**src/ps2med_pkg.sv**
```systemverilog
// Shared types and constants for the PS/2 mouse packet event decoder.
package ps2med_pkg;

	// Framing phase of the incoming byte stream
	localparam logic [1:0] PH_FIRST  = 2'd0;
	localparam logic [1:0] PH_SECOND = 2'd1;
	localparam logic [1:0] PH_THIRD  = 2'd2;

	// Flag byte bit positions
	localparam int FLAG_SYNC   = 3;
	localparam int FLAG_XSIGN  = 4;
	localparam int FLAG_YSIGN  = 5;
	localparam int FLAG_XOVF   = 6;
	localparam int FLAG_YOVF   = 7;

	// Event kinds
	localparam logic [1:0] KIND_BUTTON = 2'd0;
	localparam logic [1:0] KIND_MOTION = 2'd1;
	localparam logic [1:0] KIND_REPORT = 2'd2;

	// Event codes
	localparam logic [1:0] CODE_LEFT   = 2'd0;
	localparam logic [1:0] CODE_RIGHT  = 2'd1;
	localparam logic [1:0] CODE_MIDDLE = 2'd2;
	localparam logic [1:0] CODE_X      = 2'd0;
	localparam logic [1:0] CODE_Y      = 2'd1;
	localparam logic [1:0] CODE_NONE   = 2'd0;

	localparam int VALUE_W = 10;
	localparam int BTN_N   = 3;

	// Pending event bits, lowest goes out first
	localparam int EV_LEFT   = 0;
	localparam int EV_RIGHT  = 1;
	localparam int EV_MIDDLE = 2;
	localparam int EV_X      = 3;
	localparam int EV_Y      = 4;
	localparam int EV_REPORT = 5;
	localparam int EV_N      = 6;

	// Packet queue depth
	localparam int QDEPTH  = 2;
	localparam int QPTR_W  = $clog2(QDEPTH);
	localparam int QCNT_W  = $clog2(QDEPTH + 1);

	// One decoded packet handed from front to back
	typedef struct packed {
		logic [BTN_N-1:0]   levels;
		logic [BTN_N-1:0]   changed;
		logic               has_dx;
		logic               has_dy;
		logic [VALUE_W-1:0] dx;
		logic [VALUE_W-1:0] dy_neg;
	} pkt_t;

	typedef struct packed {
		logic full;
		logic empty;
	} qstat_t;

endpackage

```
**src/ps2med_front.sv**
```systemverilog
// Front end: frames mouse bytes into packets and classifies them into event sets.
module ps2med_front import ps2med_pkg::*; (
	input  logic       clk,
	input  logic       arst_n,
	input  logic       accept,
	input  logic [7:0] data_byte,
	output logic       push,
	output pkt_t       pkt
);

	logic [1:0]       phase_q;
	logic [7:0]       flags_q;
	logic [7:0]       x_q;
	logic [BTN_N-1:0] buttons_q;

	logic                good_first;
	logic [VALUE_W-1:0]  dy;
	logic [BTN_N-1:0]    changed;

	assign good_first = data_byte[FLAG_SYNC] && !data_byte[FLAG_XOVF] && !data_byte[FLAG_YOVF];

	always_comb begin
		changed     = flags_q[BTN_N-1:0] ^ buttons_q;
		dy          = {{(VALUE_W-8){flags_q[FLAG_YSIGN]}}, data_byte};
		pkt.levels  = flags_q[BTN_N-1:0];
		pkt.changed = changed;
		pkt.dx      = {{(VALUE_W-8){flags_q[FLAG_XSIGN]}}, x_q};
		pkt.dy_neg  = VALUE_W'(0) - dy;
		pkt.has_dx  = (x_q != 8'd0) || flags_q[FLAG_XSIGN];
		pkt.has_dy  = (data_byte != 8'd0) || flags_q[FLAG_YSIGN];
	end

	// Only packets that produce at least one event enter the queue
	assign push = accept && (phase_q == PH_THIRD) &&
		((changed != '0) || pkt.has_dx || pkt.has_dy);

	always_ff @(posedge clk or negedge arst_n) begin
		if (!arst_n) begin
			phase_q   <= PH_FIRST;
			buttons_q <= '0;
		end else if (accept) begin
			case (phase_q)
				PH_SECOND: begin
					phase_q <= PH_THIRD;
				end
				PH_THIRD: begin
					phase_q   <= PH_FIRST;
					buttons_q <= flags_q[BTN_N-1:0];
				end
				default: begin
					// resync: drop a first byte without the sync bit or with overflow
					phase_q <= good_first ? PH_SECOND : PH_FIRST;
				end
			endcase
		end
	end

	always_ff @(posedge clk) begin
		if (accept) begin
			if (phase_q == PH_SECOND) x_q <= data_byte;
			if (phase_q != PH_SECOND && phase_q != PH_THIRD && good_first)
				flags_q <= data_byte;
		end
	end

endmodule

```
**src/ps2med_fifo.sv**
```systemverilog
// Short packet queue between the front end and the event sequencer.
module ps2med_fifo import ps2med_pkg::*; (
	input  logic   clk,
	input  logic   arst_n,
	input  logic   push,
	input  pkt_t   wr_pkt,
	input  logic   pop,
	output pkt_t   rd_pkt,
	output qstat_t stat
);

	pkt_t              entry_q [QDEPTH];
	logic [QPTR_W-1:0] wr_ptr_q;
	logic [QPTR_W-1:0] rd_ptr_q;
	logic [QCNT_W-1:0] count_q;

	assign stat.full  = (count_q == QCNT_W'(QDEPTH));
	assign stat.empty = (count_q == '0);
	assign rd_pkt     = entry_q[rd_ptr_q];

	always_ff @(posedge clk or negedge arst_n) begin
		if (!arst_n) begin
			wr_ptr_q <= '0;
			rd_ptr_q <= '0;
			count_q  <= '0;
		end else begin
			if (push) wr_ptr_q <= (wr_ptr_q == QPTR_W'(QDEPTH - 1)) ? '0 : wr_ptr_q + 1'b1;
			if (pop)  rd_ptr_q <= (rd_ptr_q == QPTR_W'(QDEPTH - 1)) ? '0 : rd_ptr_q + 1'b1;
			case ({push, pop})
				2'b10:   count_q <= count_q + 1'b1;
				2'b01:   count_q <= count_q - 1'b1;
				default: count_q <= count_q;
			endcase
		end
	end

	always_ff @(posedge clk) begin
		if (push) entry_q[wr_ptr_q] <= wr_pkt;
	end

endmodule

```
**src/ps2med_back.sv**
```systemverilog
// Back end: steps through the events of one packet and drives the output register.
module ps2med_back import ps2med_pkg::*; (
	input  logic                      clk,
	input  logic                      arst_n,
	input  pkt_t                      rd_pkt,
	input  qstat_t                    qstat,
	output logic                      pop,
	input  logic                      out_stall,
	output logic                      out_valid,
	output logic [1:0]                event_kind,
	output logic [1:0]                event_code,
	output logic signed [VALUE_W-1:0] event_value,
	output logic                      last_event
);

	logic [EV_N-1:0]    pend_q;
	logic [BTN_N-1:0]   levels_q;
	logic [VALUE_W-1:0] dx_q;
	logic [VALUE_W-1:0] dy_q;

	logic               valid_q;
	logic [1:0]         kind_q;
	logic [1:0]         code_q;
	logic [VALUE_W-1:0] value_q;
	logic               last_q;

	logic [EV_N-1:0]    sel;
	logic [1:0]         nxt_kind;
	logic [1:0]         nxt_code;
	logic [VALUE_W-1:0] nxt_value;
	logic               advance;
	logic               emit;

	assign pop     = (pend_q == '0) && !qstat.empty;
	assign advance = !valid_q || !out_stall;
	assign emit    = (pend_q != '0) && advance;
	assign sel     = pend_q & (~pend_q + 1'b1);

	always_comb begin
		nxt_kind  = KIND_REPORT;
		nxt_code  = CODE_NONE;
		nxt_value = '0;
		case (sel)
			EV_N'(1) << EV_LEFT: begin
				nxt_kind  = KIND_BUTTON;
				nxt_code  = CODE_LEFT;
				nxt_value = VALUE_W'(levels_q[0]);
			end
			EV_N'(1) << EV_RIGHT: begin
				nxt_kind  = KIND_BUTTON;
				nxt_code  = CODE_RIGHT;
				nxt_value = VALUE_W'(levels_q[1]);
			end
			EV_N'(1) << EV_MIDDLE: begin
				nxt_kind  = KIND_BUTTON;
				nxt_code  = CODE_MIDDLE;
				nxt_value = VALUE_W'(levels_q[2]);
			end
			EV_N'(1) << EV_X: begin
				nxt_kind  = KIND_MOTION;
				nxt_code  = CODE_X;
				nxt_value = dx_q;
			end
			EV_N'(1) << EV_Y: begin
				nxt_kind  = KIND_MOTION;
				nxt_code  = CODE_Y;
				nxt_value = dy_q;
			end
			default: begin
				nxt_kind  = KIND_REPORT;
				nxt_code  = CODE_NONE;
				nxt_value = '0;
			end
		endcase
	end

	always_ff @(posedge clk or negedge arst_n) begin
		if (!arst_n) begin
			pend_q  <= '0;
			valid_q <= 1'b0;
		end else begin
			if (pop) begin
				// every queued packet closes with a report
				pend_q <= {1'b1, rd_pkt.has_dy, rd_pkt.has_dx, rd_pkt.changed};
			end else if (emit) begin
				pend_q <= pend_q & ~sel;
			end
			if (emit)         valid_q <= 1'b1;
			else if (advance) valid_q <= 1'b0;
		end
	end

	always_ff @(posedge clk) begin
		if (pop) begin
			levels_q <= rd_pkt.levels;
			dx_q     <= rd_pkt.dx;
			dy_q     <= rd_pkt.dy_neg;
		end
		if (emit) begin
			kind_q  <= nxt_kind;
			code_q  <= nxt_code;
			value_q <= nxt_value;
			last_q  <= ((pend_q & ~sel) == '0);
		end
	end

	assign out_valid   = valid_q;
	assign event_kind  = kind_q;
	assign event_code  = code_q;
	assign event_value = $signed(value_q);
	assign last_event  = last_q;

endmodule

```
**src/ps2_mouse_packet_event_decoder_core.sv**
```systemverilog
// Top level of the PS/2 mouse packet event decoder.
//
// Input channel (in_valid, in_stall, data_byte) takes one raw mouse byte per word.
// Bytes are framed into three-byte packets; a first byte without bit 3 set or with
// an overflow bit set is dropped. On the third byte the packet yields up to six
// event words: button changes (left, right, middle), X motion, negated Y motion,
// and a closing report; last_event marks the final word of a packet.
// Output channel (out_valid, out_stall, event_*) carries one event word per cycle
// while out_stall is low. The first event of a packet passes through the packet
// queue, the pending-event register and the single output register after its third
// byte is accepted; the output idles between packets while the sequencer loads.
// A byte is accepted every cycle while the two-entry packet queue has room;
// in_stall rises only when that queue is full, which happens when events back up,
// as when the receiver holds out_stall or packets with many events come back to back.
// Reset clears framing to the first byte, all buttons to released, and empties
// the queue and output register. A stalled output word holds until taken.
module ps2_mouse_packet_event_decoder_core import ps2med_pkg::*; (
	input  logic                      clk,
	input  logic                      arst_n,
	input  logic                      in_valid,
	output logic                      in_stall,
	input  logic [7:0]                data_byte,
	output logic                      out_valid,
	input  logic                      out_stall,
	output logic [1:0]                event_kind,
	output logic [1:0]                event_code,
	output logic signed [VALUE_W-1:0] event_value,
	output logic                      last_event
);

	logic   accept;
	logic   push;
	logic   pop;
	pkt_t   wr_pkt;
	pkt_t   rd_pkt;
	qstat_t qstat;

	assign in_stall = qstat.full;
	assign accept   = in_valid && !in_stall;

	ps2med_front u_front (
		.clk       (clk),
		.arst_n    (arst_n),
		.accept    (accept),
		.data_byte (data_byte),
		.push      (push),
		.pkt       (wr_pkt)
	);

	ps2med_fifo u_fifo (
		.clk    (clk),
		.arst_n (arst_n),
		.push   (push),
		.wr_pkt (wr_pkt),
		.pop    (pop),
		.rd_pkt (rd_pkt),
		.stat   (qstat)
	);

	ps2med_back u_back (
		.clk         (clk),
		.arst_n      (arst_n),
		.rd_pkt      (rd_pkt),
		.qstat       (qstat),
		.pop         (pop),
		.out_stall   (out_stall),
		.out_valid   (out_valid),
		.event_kind  (event_kind),
		.event_code  (event_code),
		.event_value (event_value),
		.last_event  (last_event)
	);

`ifndef SYNTHESIS
	// every packet closes with a report, and only there
	a_last_is_report: assert property (@(posedge clk) disable iff (!arst_n)
		out_valid |-> (last_event == (event_kind == KIND_REPORT)))
		else $error("last_event does not match the report event");

	a_report_zero: assert property (@(posedge clk) disable iff (!arst_n)
		(out_valid && event_kind == KIND_REPORT) |->
			(event_value == '0 && event_code == CODE_NONE))
		else $error("report event carries a value or code");

	a_button_level: assert property (@(posedge clk) disable iff (!arst_n)
		(out_valid && event_kind == KIND_BUTTON) |->
			(event_value[VALUE_W-1:1] == '0 && event_code <= CODE_MIDDLE))
		else $error("button event with bad level or code");

	a_no_push_when_full: assert property (@(posedge clk) disable iff (!arst_n)
		qstat.full |-> !push)
		else $error("packet pushed into a full queue");
`endif

endmodule

```
**config.mk**
```make
export PLATFORM = sky130hd
export DESIGN_NAME = ps2_mouse_packet_event_decoder_core
export DESIGN_NICKNAME = d
export VERILOG_FILES = /design/src/ps2med_pkg.sv /design/src/ps2med_front.sv /design/src/ps2med_fifo.sv /design/src/ps2med_back.sv /design/src/ps2_mouse_packet_event_decoder_core.sv
export SDC_FILE = /design/constraint.sdc
export NUM_CORES = 1
export LEC_CHECK = 0
export ABC_AREA = 1
export BUFFER_PORTS_ARGS = -buffer_cell sky130_fd_sc_hd__buf_2
export CAP_MARGIN = 20
export CORE_AREA = 4 4 97 109
export DETAILED_ROUTE_END_ITERATION = 16
export DIE_AREA = 0 0 101 113
export GPL_ROUTABILITY_DRIVEN = 0
export PLACE_DENSITY_LB_ADDON = 0.12
export SLEW_MARGIN = 25
export SYNTH_ARGS = -nofsm -noshare
export SYNTH_HDL_FRONTEND = slang
export SYNTH_HIERARCHICAL = 1
export SYNTH_SLANG_ARGS = --single-unit
```
**constraint.sdc**
```tcl
create_clock -name clk -period 2.7 [get_ports clk]
set_input_delay 0.54 -clock clk [delete_from_list [all_inputs] [get_ports clk]]
set_output_delay 0.54 -clock clk [all_outputs]
set_load 0.005 [all_outputs]
```
# Yosys cells after proc, flatten, opt, wreduce, memory -nomap -nowiden
# Memories as Yosys holds them, arrays and structs flattened.
# Index checks and enable logic that the tools add are counted.
# word_totals
regBits	68
ram_bits	56
input_bits	12
out_inout_bits	17
word_cells	90
memories	1
# op_classes
add_sub_neg	6
eq_ne	12
mux	14
bitwise_logic	5
reduce_logical	36
# memory_table
memory	words	width	read_ports	rd_ports_with_merged_regs	wr	line	source
u_fifo.entry_q	2	28	1	0	1	ps2med_fifo.sv:12	pkt_t entry_q [QDEPTH];
# ops
op	count
10-bit case mux with 5 select lines	1
2-bit case mux with 2 select lines	4
8-bit nonzero test	2
6-bit bitwise AND	2
6-bit zero test	2
6-bit two-way mux	2
6-bit inverter	2
1-bit by 9-bit subtractor with 10-bit output, first input constant	1
1-bit logical AND	9
1-bit two-way mux	7
6-bit by 1-bit adder with 6-bit output, second input constant	1
2-bit == test, second input constant	3
6-bit by 1-bit == test with 1-bit output, second input constant	1
6-bit by 2-bit == test with 1-bit output, second input constant	1
6-bit by 3-bit == test with 1-bit output, second input constant	1
6-bit by 4-bit == test with 1-bit output, second input constant	1
6-bit by 5-bit == test with 1-bit output, second input constant	1
1-bit zero test	6
2-bit AND reduction	3
2-bit nonzero test	3
6-bit nonzero test	1
1-bit logical OR	5
2-bit by 1-bit == test with 1-bit output, second input constant	2
2-bit OR reduction	2
other kinds (9)	10

# Longest topological paths before layout
# Gate-level depths: netlist of the first run.
# logic_depth
word_depth	7
ltp_mapped	15
mapped_depth_nobuf	15

# Cells and area by module
# Netlist of the first run, hierarchy kept.
# modules_own_cells
mod	n_inst	cells_each	area_each_um2	seq_area_each_um2
ps2med_fifo	1	170	2311.0	1781.7
ps2med_back	1	124	1720.4	1316.3
ps2med_front	1	101	973.4	515.5
ps2_mouse_packet_event_decoder_core	1	2	10.0	0.0

# Worst setup path after synthesis of the first run
# OpenSTA, ideal clock, no wires.
# synth_path
path_type	in2reg
start	input data_byte[0]
end	memory u_fifo/entry_q[0][0] in the netlist's numbering (enable)
setup_time_ps	413
arrival_time_ps	2765
required_ps	2287
setup_slack_ps	-477
cell_stages	10
n_path_buf	0
path_cell_list	inv_2 ha_1 nand4_1 nor3_1 ha_1 nand3_1 nor2_1 a21oi_1 inv_1 nor2_1
# synth_via
elab_chain_cells	6
# synth_rtl
element	line	source
start, declared	ps2_mouse_packet_event_decoder_core.sv:22	input logic [7:0] data_byte,
8-bit nonzero test	ps2med_front.sv:30	pkt.has_dy = (data_byte != 8'd0) || flags_q[FLAG_YSIGN];
1-bit logical OR	ps2med_front.sv:30	
1-bit logical OR	ps2med_front.sv:35	((changed != '0) || pkt.has_dx || pkt.has_dy);
1-bit logical AND	ps2med_front.sv:34	assign push = accept && (phase_q == PH_THIRD) &&
named net push	ps2_mouse_packet_event_decoder_core.sv:32	logic push;
1-bit two-way mux	ps2med_fifo.sv:38	if (push) entry_q[wr_ptr_q] <= wr_pkt;
1-bit two-way mux (not written as such)	ps2med_fifo.sv:38	
end, declared	ps2med_fifo.sv:12	
# The timed path passes the listed nets, and every way through them passes these cells.

# Worst setup path after layout of the first run
# layout_path
start	register u_fifo.count_q[1]
end	register u_fifo.count_q[1]
# layout_via
elab_chain_cells	7
word_cells_on_any_way	14
classes_between	2 x add/sub; 3 x eq/ne; 1 x mux; 8 x reduce/logical
# layout_rtl
element	line	source
start, declared	ps2med_fifo.sv:15	logic [QCNT_W-1:0] count_q;
start signal, assigned	ps2med_fifo.sv:30	2'b10: count_q <= count_q + 1'b1;
start signal, assigned	ps2med_fifo.sv:31	2'b01: count_q <= count_q - 1'b1;
start signal, assigned	ps2med_fifo.sv:32	default: count_q <= count_q;
2-bit == test *	ps2med_fifo.sv:17	assign stat.full = (count_q == QCNT_W'(QDEPTH));
1-bit zero test *	ps2_mouse_packet_event_decoder_core.sv:39	assign accept = in_valid && !in_stall;
1-bit logical AND *	ps2_mouse_packet_event_decoder_core.sv:39	
named net accept	ps2_mouse_packet_event_decoder_core.sv:31	logic accept;
1-bit logical AND * (2 in a row)	ps2med_front.sv:34	
named net push	ps2_mouse_packet_event_decoder_core.sv:32	
2-bit by 1-bit == test with 1-bit output / 2-bit == test (equally long branches)	ps2med_fifo.sv:29	case ({push, pop})
2-bit case mux with 2 select lines / 2-bit nonzero test (equally long branches)	n/a	
# The timed path passes the listed nets; every way through them passes the cells marked *.
# A chain may end at the register's enable or synchronous reset.

==> impl_results.md, run 1 <==
* Status: completed
* Final Setup Violations at 0
* Buffers on Ports at 28
* Via-to-Cell Ratio at 4.796
* Critical path's largest stage delay at slightly below 0.4 ns
* Worst Hold Class: in -> reg
* Cts bufs inserted at 17
* Non-Filler Instances at 570
* EDFF count, synth at 107
* Setup slack at placement at about 0.075 ns
* Final hold vios at 0
* Die area at about 11,000 um^2
* Critical Path AT at about 2.5 ns
* Total power divided by cell area at 1056 nW/um^2
* Post-synthesis cell count at 397
* Clk sink count at 123
* Synthesized area at between 5000 and 6000 um^2
* Distinct cell type count after synthesis at 31
* Crit path kind: reg -> reg
* Worst rel slew slack at 0.6425
* Layout Nets at around 460
* Total Routing Usage GR at 0.1531
* Max Fclk at between 400 and 500 MHz
* Leak pwr at about 2.4 nW
* Area Growth Syn to Fin at 15.09%
* CTS tree: yes
* Deepest clock path buffer count at 2
* N_diodes at 0
* Leading cell types by count after synthesis: 107 x edfxtp_1, 78 x nand2_1, 68 x inv_1
* Starting density of the core at 0.5247
* Worst-Skew Late Latency at 0.51 ns
* Setup ws final at about 0.58 ns
* Async set-reset flop share out of synthesis at 0.1301
* Crit path cell chain: inv_1, nor2_1, nor2_2, nand2_1, a21oi_1, inv_1, ha_1, inv_1, nand3_1, nand2_1, nand2_1
* Die W at a little over 100 um
* DR pass1 iterations at 4
* Number of global-route vias before repair at 2,751
* Post-DP HPWL at 5.356 mm
* Startpoint types: register
* Synth warn at 6
* Synth Area per Inst at 12.63 um^2
* Post-CTS Setup Bufs at 0
* Setup TNS at 0 ns
* Drc violations at 0
* Slew Viols, Final at 0
* Synth Flop Type: edfxtp_1
* Post-Syn Nets at roughly 420
* Antenna Nets Post-Route at 0
* Initial antenna violation count at 0
* CTS H-tree depth at 4
* First DRT Iteration DRCs at 149
* Vias at 2,734
* RSZ-0062 raised after global routing: no
* Final wirelength at about 7.7 mm
* Synth area leaders: edfxtp_1 64%, dfrtp_1 8.0%, nand2_1 5.8%, inv_1 5.1%, o21ai_0 2.5%
* Row count at 38
* Seq/Total Area, Yosys at 0.7206
* Root Driver: clkbuf_8
* CP top delay family: simple AND/OR/NAND/NOR gates
* Fin crit period at approximately 2.1 ns
* Req. time, crit path at 3.10 ns
* Ratio of cells with drive above 1 in the final layout at 0.1667
* Top Ports at 29
* #FFs+latches synth at approximately 120
* Reg clk slew, reported paths at approximately 0.05 ns
* Final worst-path cycle share at 0.7855
* Crit-path max FO at 7
* Slew @ Worst Pin at roughly 0.54 ns
* Worst Skew at roughly 0.0068 ns
* First-pass GRT wire length at 13.12 mm
* Largest net degree at the start of global routing at 58
* Worst VDD drop at 444.0 uV
* Core area at 9557 um^2
* Slowest cell on crit path: dfrtp_1
* Inst Count DP at approximately 540
* Most frequent cell after synthesis: edfxtp_1
* Top cell type's share of synthesized area at 0.6407
* Worst Setup End Kind: register
* Routed len/inst at between 10 and 15 um
* Gr ovfl total at 0
* Die H at 113 um
* Max_cap viols at 0
* Cell taking the most area after synthesis: edfxtp_1
* CP bufs+invs at 3
[kinds of logic after synthesis]
family / after synthesis / share of synthesized area
buffers and inverters: 85 / 0.07734
AO/OA/AOI/OAI: 51 / 0.06038
AND/OR/NAND/NOR: 123 / 0.1110
flip-flops: 123 / 0.7206
adder cells (fa/ha/maj): 6 / 0.01497
XOR/XNOR: 9 / 0.01572
[through the flow]
stage	area [um^2]	hold slack [ns]	total power [W]	util
global placement	5254	0.4735	0.004181	0.5498
floorplan	5022	0.2444	0.003864	-
CTS	5772	0.2188	0.006169	0.6040
global route	5772	0.2259	0.006510	0.6040
finish	5772	0.2468	0.006097	0.6040
detailed placement	5254	0.4887	0.004232	0.5498
[state kept, by name, indices dropped and copies added, names as in the netlist, 3 cells and up]
register	cells
u_front/x_q	8
u_fifo/entry_q	56
u_back/pend_q	6
u_front/buttons_q	3
u_back/levels_q	3
u_front/flags_q	5
u_back/dy_q	10
u_back/dx_q	10
u_back/event_value	10
[routing by layer]
layer | part of all wire | up-vias | track usage
met1 | 0.45 | 1251 | 0.1997
met5 | 0 | - | 0
met2 | 0.48 | 64 | 0.2363
li1 | - | 1407 | -
met4 | 0.018 | 0 | 0.06294
met3 | 0.054 | 12 | 0.05179
[power breakdown]
group / switching [W] / internal (W)
Combinational: 0.000918 / 0.000473
Clock: 0.000728 / 0.00119
Sequential: 0.000170 / 0.00261
[final timing paths]
| check | slack, ns | end | startpoint | cells past startpoint |
|---|---|---|---|---|
| max in group asynchronous | 1.91 | u_front/buttons_q[2] | arst_n | 2 |
| max reg2reg | 0.58 | u_fifo/count_q[1] | u_fifo/count_q[1] | 11 |
| min reg2reg | 0.50 | u_fifo/entry_q[1][10] | u_front/x_q[0] | 0 |
| min in group asynchronous | 0.50 | u_back/pend_q[1] | arst_n | 2 |
| max | 0.58 | u_fifo/count_q[1] | u_fifo/count_q[1] | 11 |
| min | 0.25 | u_front/x_q[1] | data_byte[1] | 1 |
[cell usage in the layout (no fill, tap or decap), drive strengths merged]
| cell | n |
|---|---|
| clkbuf | 21 |
| buf | 32 |
| clkinvlp | 2 |
| a22o | 9 |
| ha | 6 |
| a21oi | 5 |
| dfrtp | 16 |
| nor3 | 2 |
| bufinv | 1 |
| nand3 | 12 |
| inv | 72 |
| o22ai | 1 |
| o21ai | 34 |
| xnor2 | 2 |
| xor2 | 7 |
| a21boi | 1 |
| nand2 | 81 |
| o211ai | 1 |
| nor2 | 23 |
| dlygate4sd3 | 1 |
| nand4 | 5 |
| clkinv | 9 |
| edfxtp | 107 |
[cell type report]
class,instances,area (um^2)
multi-input combinational,189,1021
clock inverter,11,78.83
tap,120,150.1
timing repair buffer,33,205.2
fill,760,3785
inverter,73,274.0
clock buffer,21,429.2
sequential,123,3613
[timing repair]
action,CTS,global route
gates resized for setup,0,0
endpoints found under the setup margin,0,0
hold buffers,1,0
hold endpoints to repair,16,0
Power figures use the tool's default switching activity.
==> run 2, diff against run 1 <==
- clock period: 2.7 -> 1.9 ns (I/O delays scaled with it)
==> run 2 against run 1 <==
Against the previous run: final cell count rose by 3.9%; cell area rose by 5.9%; combinational power rose by 52%; total power rose by 53%; clock skew fell by 0.00058 ns; count of clock-buffer cells in the layout fell by 4.
==> impl_results.md, run 2 (synthesis gave the netlist of run 1 again) <==
* Drc violations at 0 (unchanged)
* Antenna Nets Post-Route at 0 (unchanged)
* Routed len/inst at 13.12 um (-2.7%)
* Core area at 9557 um^2 (unchanged)
* RSZ-0062 raised after global routing: no
* Most common cell after layout, fill and taps aside: edfxtp_1
* Root Driver: clkbuf_8
* Status: completed
* Reg clk slew, reported paths at 0.06 ns (about the same)
* Slew Viols, Final at 0 (unchanged)
* Layout Nets at 477 (+4.8%)
* Internal Power at 0.006609 W (+54%)
* Deepest clock path buffer count at 2 (unchanged)
* Critical Path AT at 1.99 ns (-0.53 ns)
* CTS resizes at 0 (unchanged)
* Routing usage on met3 at 0.05672 (+0.004932)
* Peak-usage layer in the global routing report: met2
* Leak pwr at 2.512 nW (+6.6%)
* Setup TNS at 0 ns (unchanged)
* Via-to-Cell Ratio at 4.797 (about the same)
* Sw power at 0.002702 W (+49%)
* Number of global-route vias before repair at 2,725 (-0.95%)
* Starting density of the core at 0.5247 (unchanged)
* CTS tree: yes
* Combinational fraction of design power at 0.226 (-0.002)
* Worst VDD drop at 719.2 uV (+62%)
* CTS H-tree depth at 4 (unchanged)
* Most frequent CP cell: inv_1
* Storage element area at 3613 um^2 (unchanged)
* Critical path's largest stage delay at 0.40 ns (about the same)
* Post-DP Area at 5483 um^2 (+4.4%)
* Ratio of cells with drive above 1 in the final layout at 0.2373 (+0.07062)
* Post-DP HPWL at 5.459 mm (+1.9%)
* Area of the multi-input gates at 1052 um^2 (+3.1%)
* Worst Hold Class: in -> reg
* Global routing usage on met2 at 0.2398 (+0.003513)
* Final worst-path cycle share at 0.9315 (+0.1460)
* Worst rel slew slack at 0.7368 (+0.09438)
* Row count at 38 (unchanged)
* Net Sw Frac at 0.2902 (-0.007658)
* Crit path kind: reg -> reg
* Fin crit period at 1.770 ns (-0.3511 ns)
* Final Setup Violations at 0 (unchanged)
* Final Cell Area at 6112 um^2 (+5.9%)
* Die H at 113 um (unchanged)
* Startpoint types: register
* Worst Setup End Kind: register
* Clk sink count at 123 (unchanged)
* Initial antenna violation count at 0 (unchanged)
* CP bufs+invs at 4 (+1)
* First DRT Iteration DRCs at 167 (+12%)
* Final hold vios at 0 (unchanged)
* Crit-path max FO at 23 (+16)
* Max Fclk at 565.0 MHz (+20%)
* Crit path cell chain: inv_1, nor2_1, nor2_2, nand2_1, a21oi_2, inv_1, buf_4, nor2_4, buf_12
* Slew @ Worst Pin at 0.3947 ns (-0.1410 ns)
* Req. time, crit path at 2.12 ns (-0.98 ns)
* Reg with most FFs: u_fifo/entry_q
* Die area at 11,410 um^2 (unchanged)
* Vias at 2,840 (+3.9%)
* Cts bufs inserted at 17 (unchanged)
* Largest net degree at the start of global routing at 58 (unchanged)
* Worst Skew at 0.006219 ns (-0.0005786 ns)
* Buffers on Ports at 28 (unchanged)
* N_diodes at 0 (unchanged)
* Area Growth Syn to Fin at 21.88%
* GR Util met1 at 0.1841 (-0.01568)
* Die W at 101 um (unchanged)
* Clock power frac at 0.350 (+0.035)
* Sequential power share at 0.423 (-0.034)
* Total power divided by cell area at 1523 nW/um^2 (+44%)
* Max_cap viols at 0 (unchanged)
* DR pass1 iterations at 4 (unchanged)
* Gr ovfl total at 0 (unchanged)
* Number of flip-flops in the largest register at 56 (unchanged)
* Top Ports at 29 (unchanged)
* Fillers at 736 (-3.2%)
* First-pass GRT wire length at 12.79 mm (-2.5%)
* Worst-Skew Late Latency at 0.51 ns (about the same)
* Total Routing Usage GR at 0.1505 (-0.002599)
* Final wirelength at 7.769 mm (+1.0%)
* Slowest cell on crit path: dfrtp_1
* CP top delay family: buffers and inverters
* Most frequent cells in the layout: 107 x edfxtp_1, 78 x nand2_1, 67 x inv_1
-- run 2: worst reg2reg max path, delay by kind of cell, from the launching register on --
family	cells	cell delay, ns
AOI/OAI and AO/OA	1	0.17
and+or+nand+nor	4	0.42
DFF	1	0.40
buffers and inverters	4	0.49
-- run 2: layout make-up --
cell class,count,area share
inverters,73,0.04933
multi-input cells,189,0.1722
clock inverters,15,0.03234
clock buffers,17,0.06776
flip-flops and latches,123,0.5912
well taps,120,0.02457
repair buffers,55,0.06264
-- run 2: timing repair --
item / in CTS / in global routing
buffers inserted: 0 / 1
hold buffers: 1 / 0
endpoints found under the hold margin: 16 / 0
endpoints found under the setup margin: 0 / 8
-- run 2: final timing paths --
kind,start,slack (ns),cells after the start,end
worst max-delay path,u_fifo/count_q[1],0.13,9,u_fifo/entry_q[0][27]
worst min-delay path,out_stall,0.10,3,u_back/out_valid
worst max register to register,u_fifo/count_q[1],0.13,9,u_fifo/entry_q[0][27]
max in group asynchronous,arst_n,1.30,2,u_back/pend_q[3]
min in group asynchronous,arst_n,0.32,2,u_fifo/count_q[0]
worst min register to register,u_front/x_q[4],0.50,0,u_fifo/entry_q[0][14]
-- run 2: per-stage QoR --
stage	hold WS, ns	setup slack (ns)	instances	power, W	util
after CTS	0.08263	0.1073	591	0.009407	0.6388
after floorplan	0.08441	-0.2458	397	0.005512	-
after global placement	0.3263	-0.3650	558	0.006023	0.5737
final	0.1036	0.1302	592	0.009311	0.6396
after detailed placement	0.3303	-0.3742	558	0.006131	0.5737
after global routing	0.1013	0.0002336	592	0.009871	0.6396
-- run 2: power groups by stage --
stage,logic [W],registers (W),clock network [W]
floorplan,0.00152,0.00399,0
global placement,0.00205,0.00397,0
detailed placement,0.00213,0.00400,0
CTS,0.00215,0.00395,0.00331
global route,0.00240,0.00400,0.00347
finish,0.00211,0.00394,0.00326
-- run 2: layer usage --
layer  routed length (um)  share of wire
met1                 3464           0.45
met2                 3859           0.50
met3                  356          0.046
met4                   88          0.011
met5                    0              0
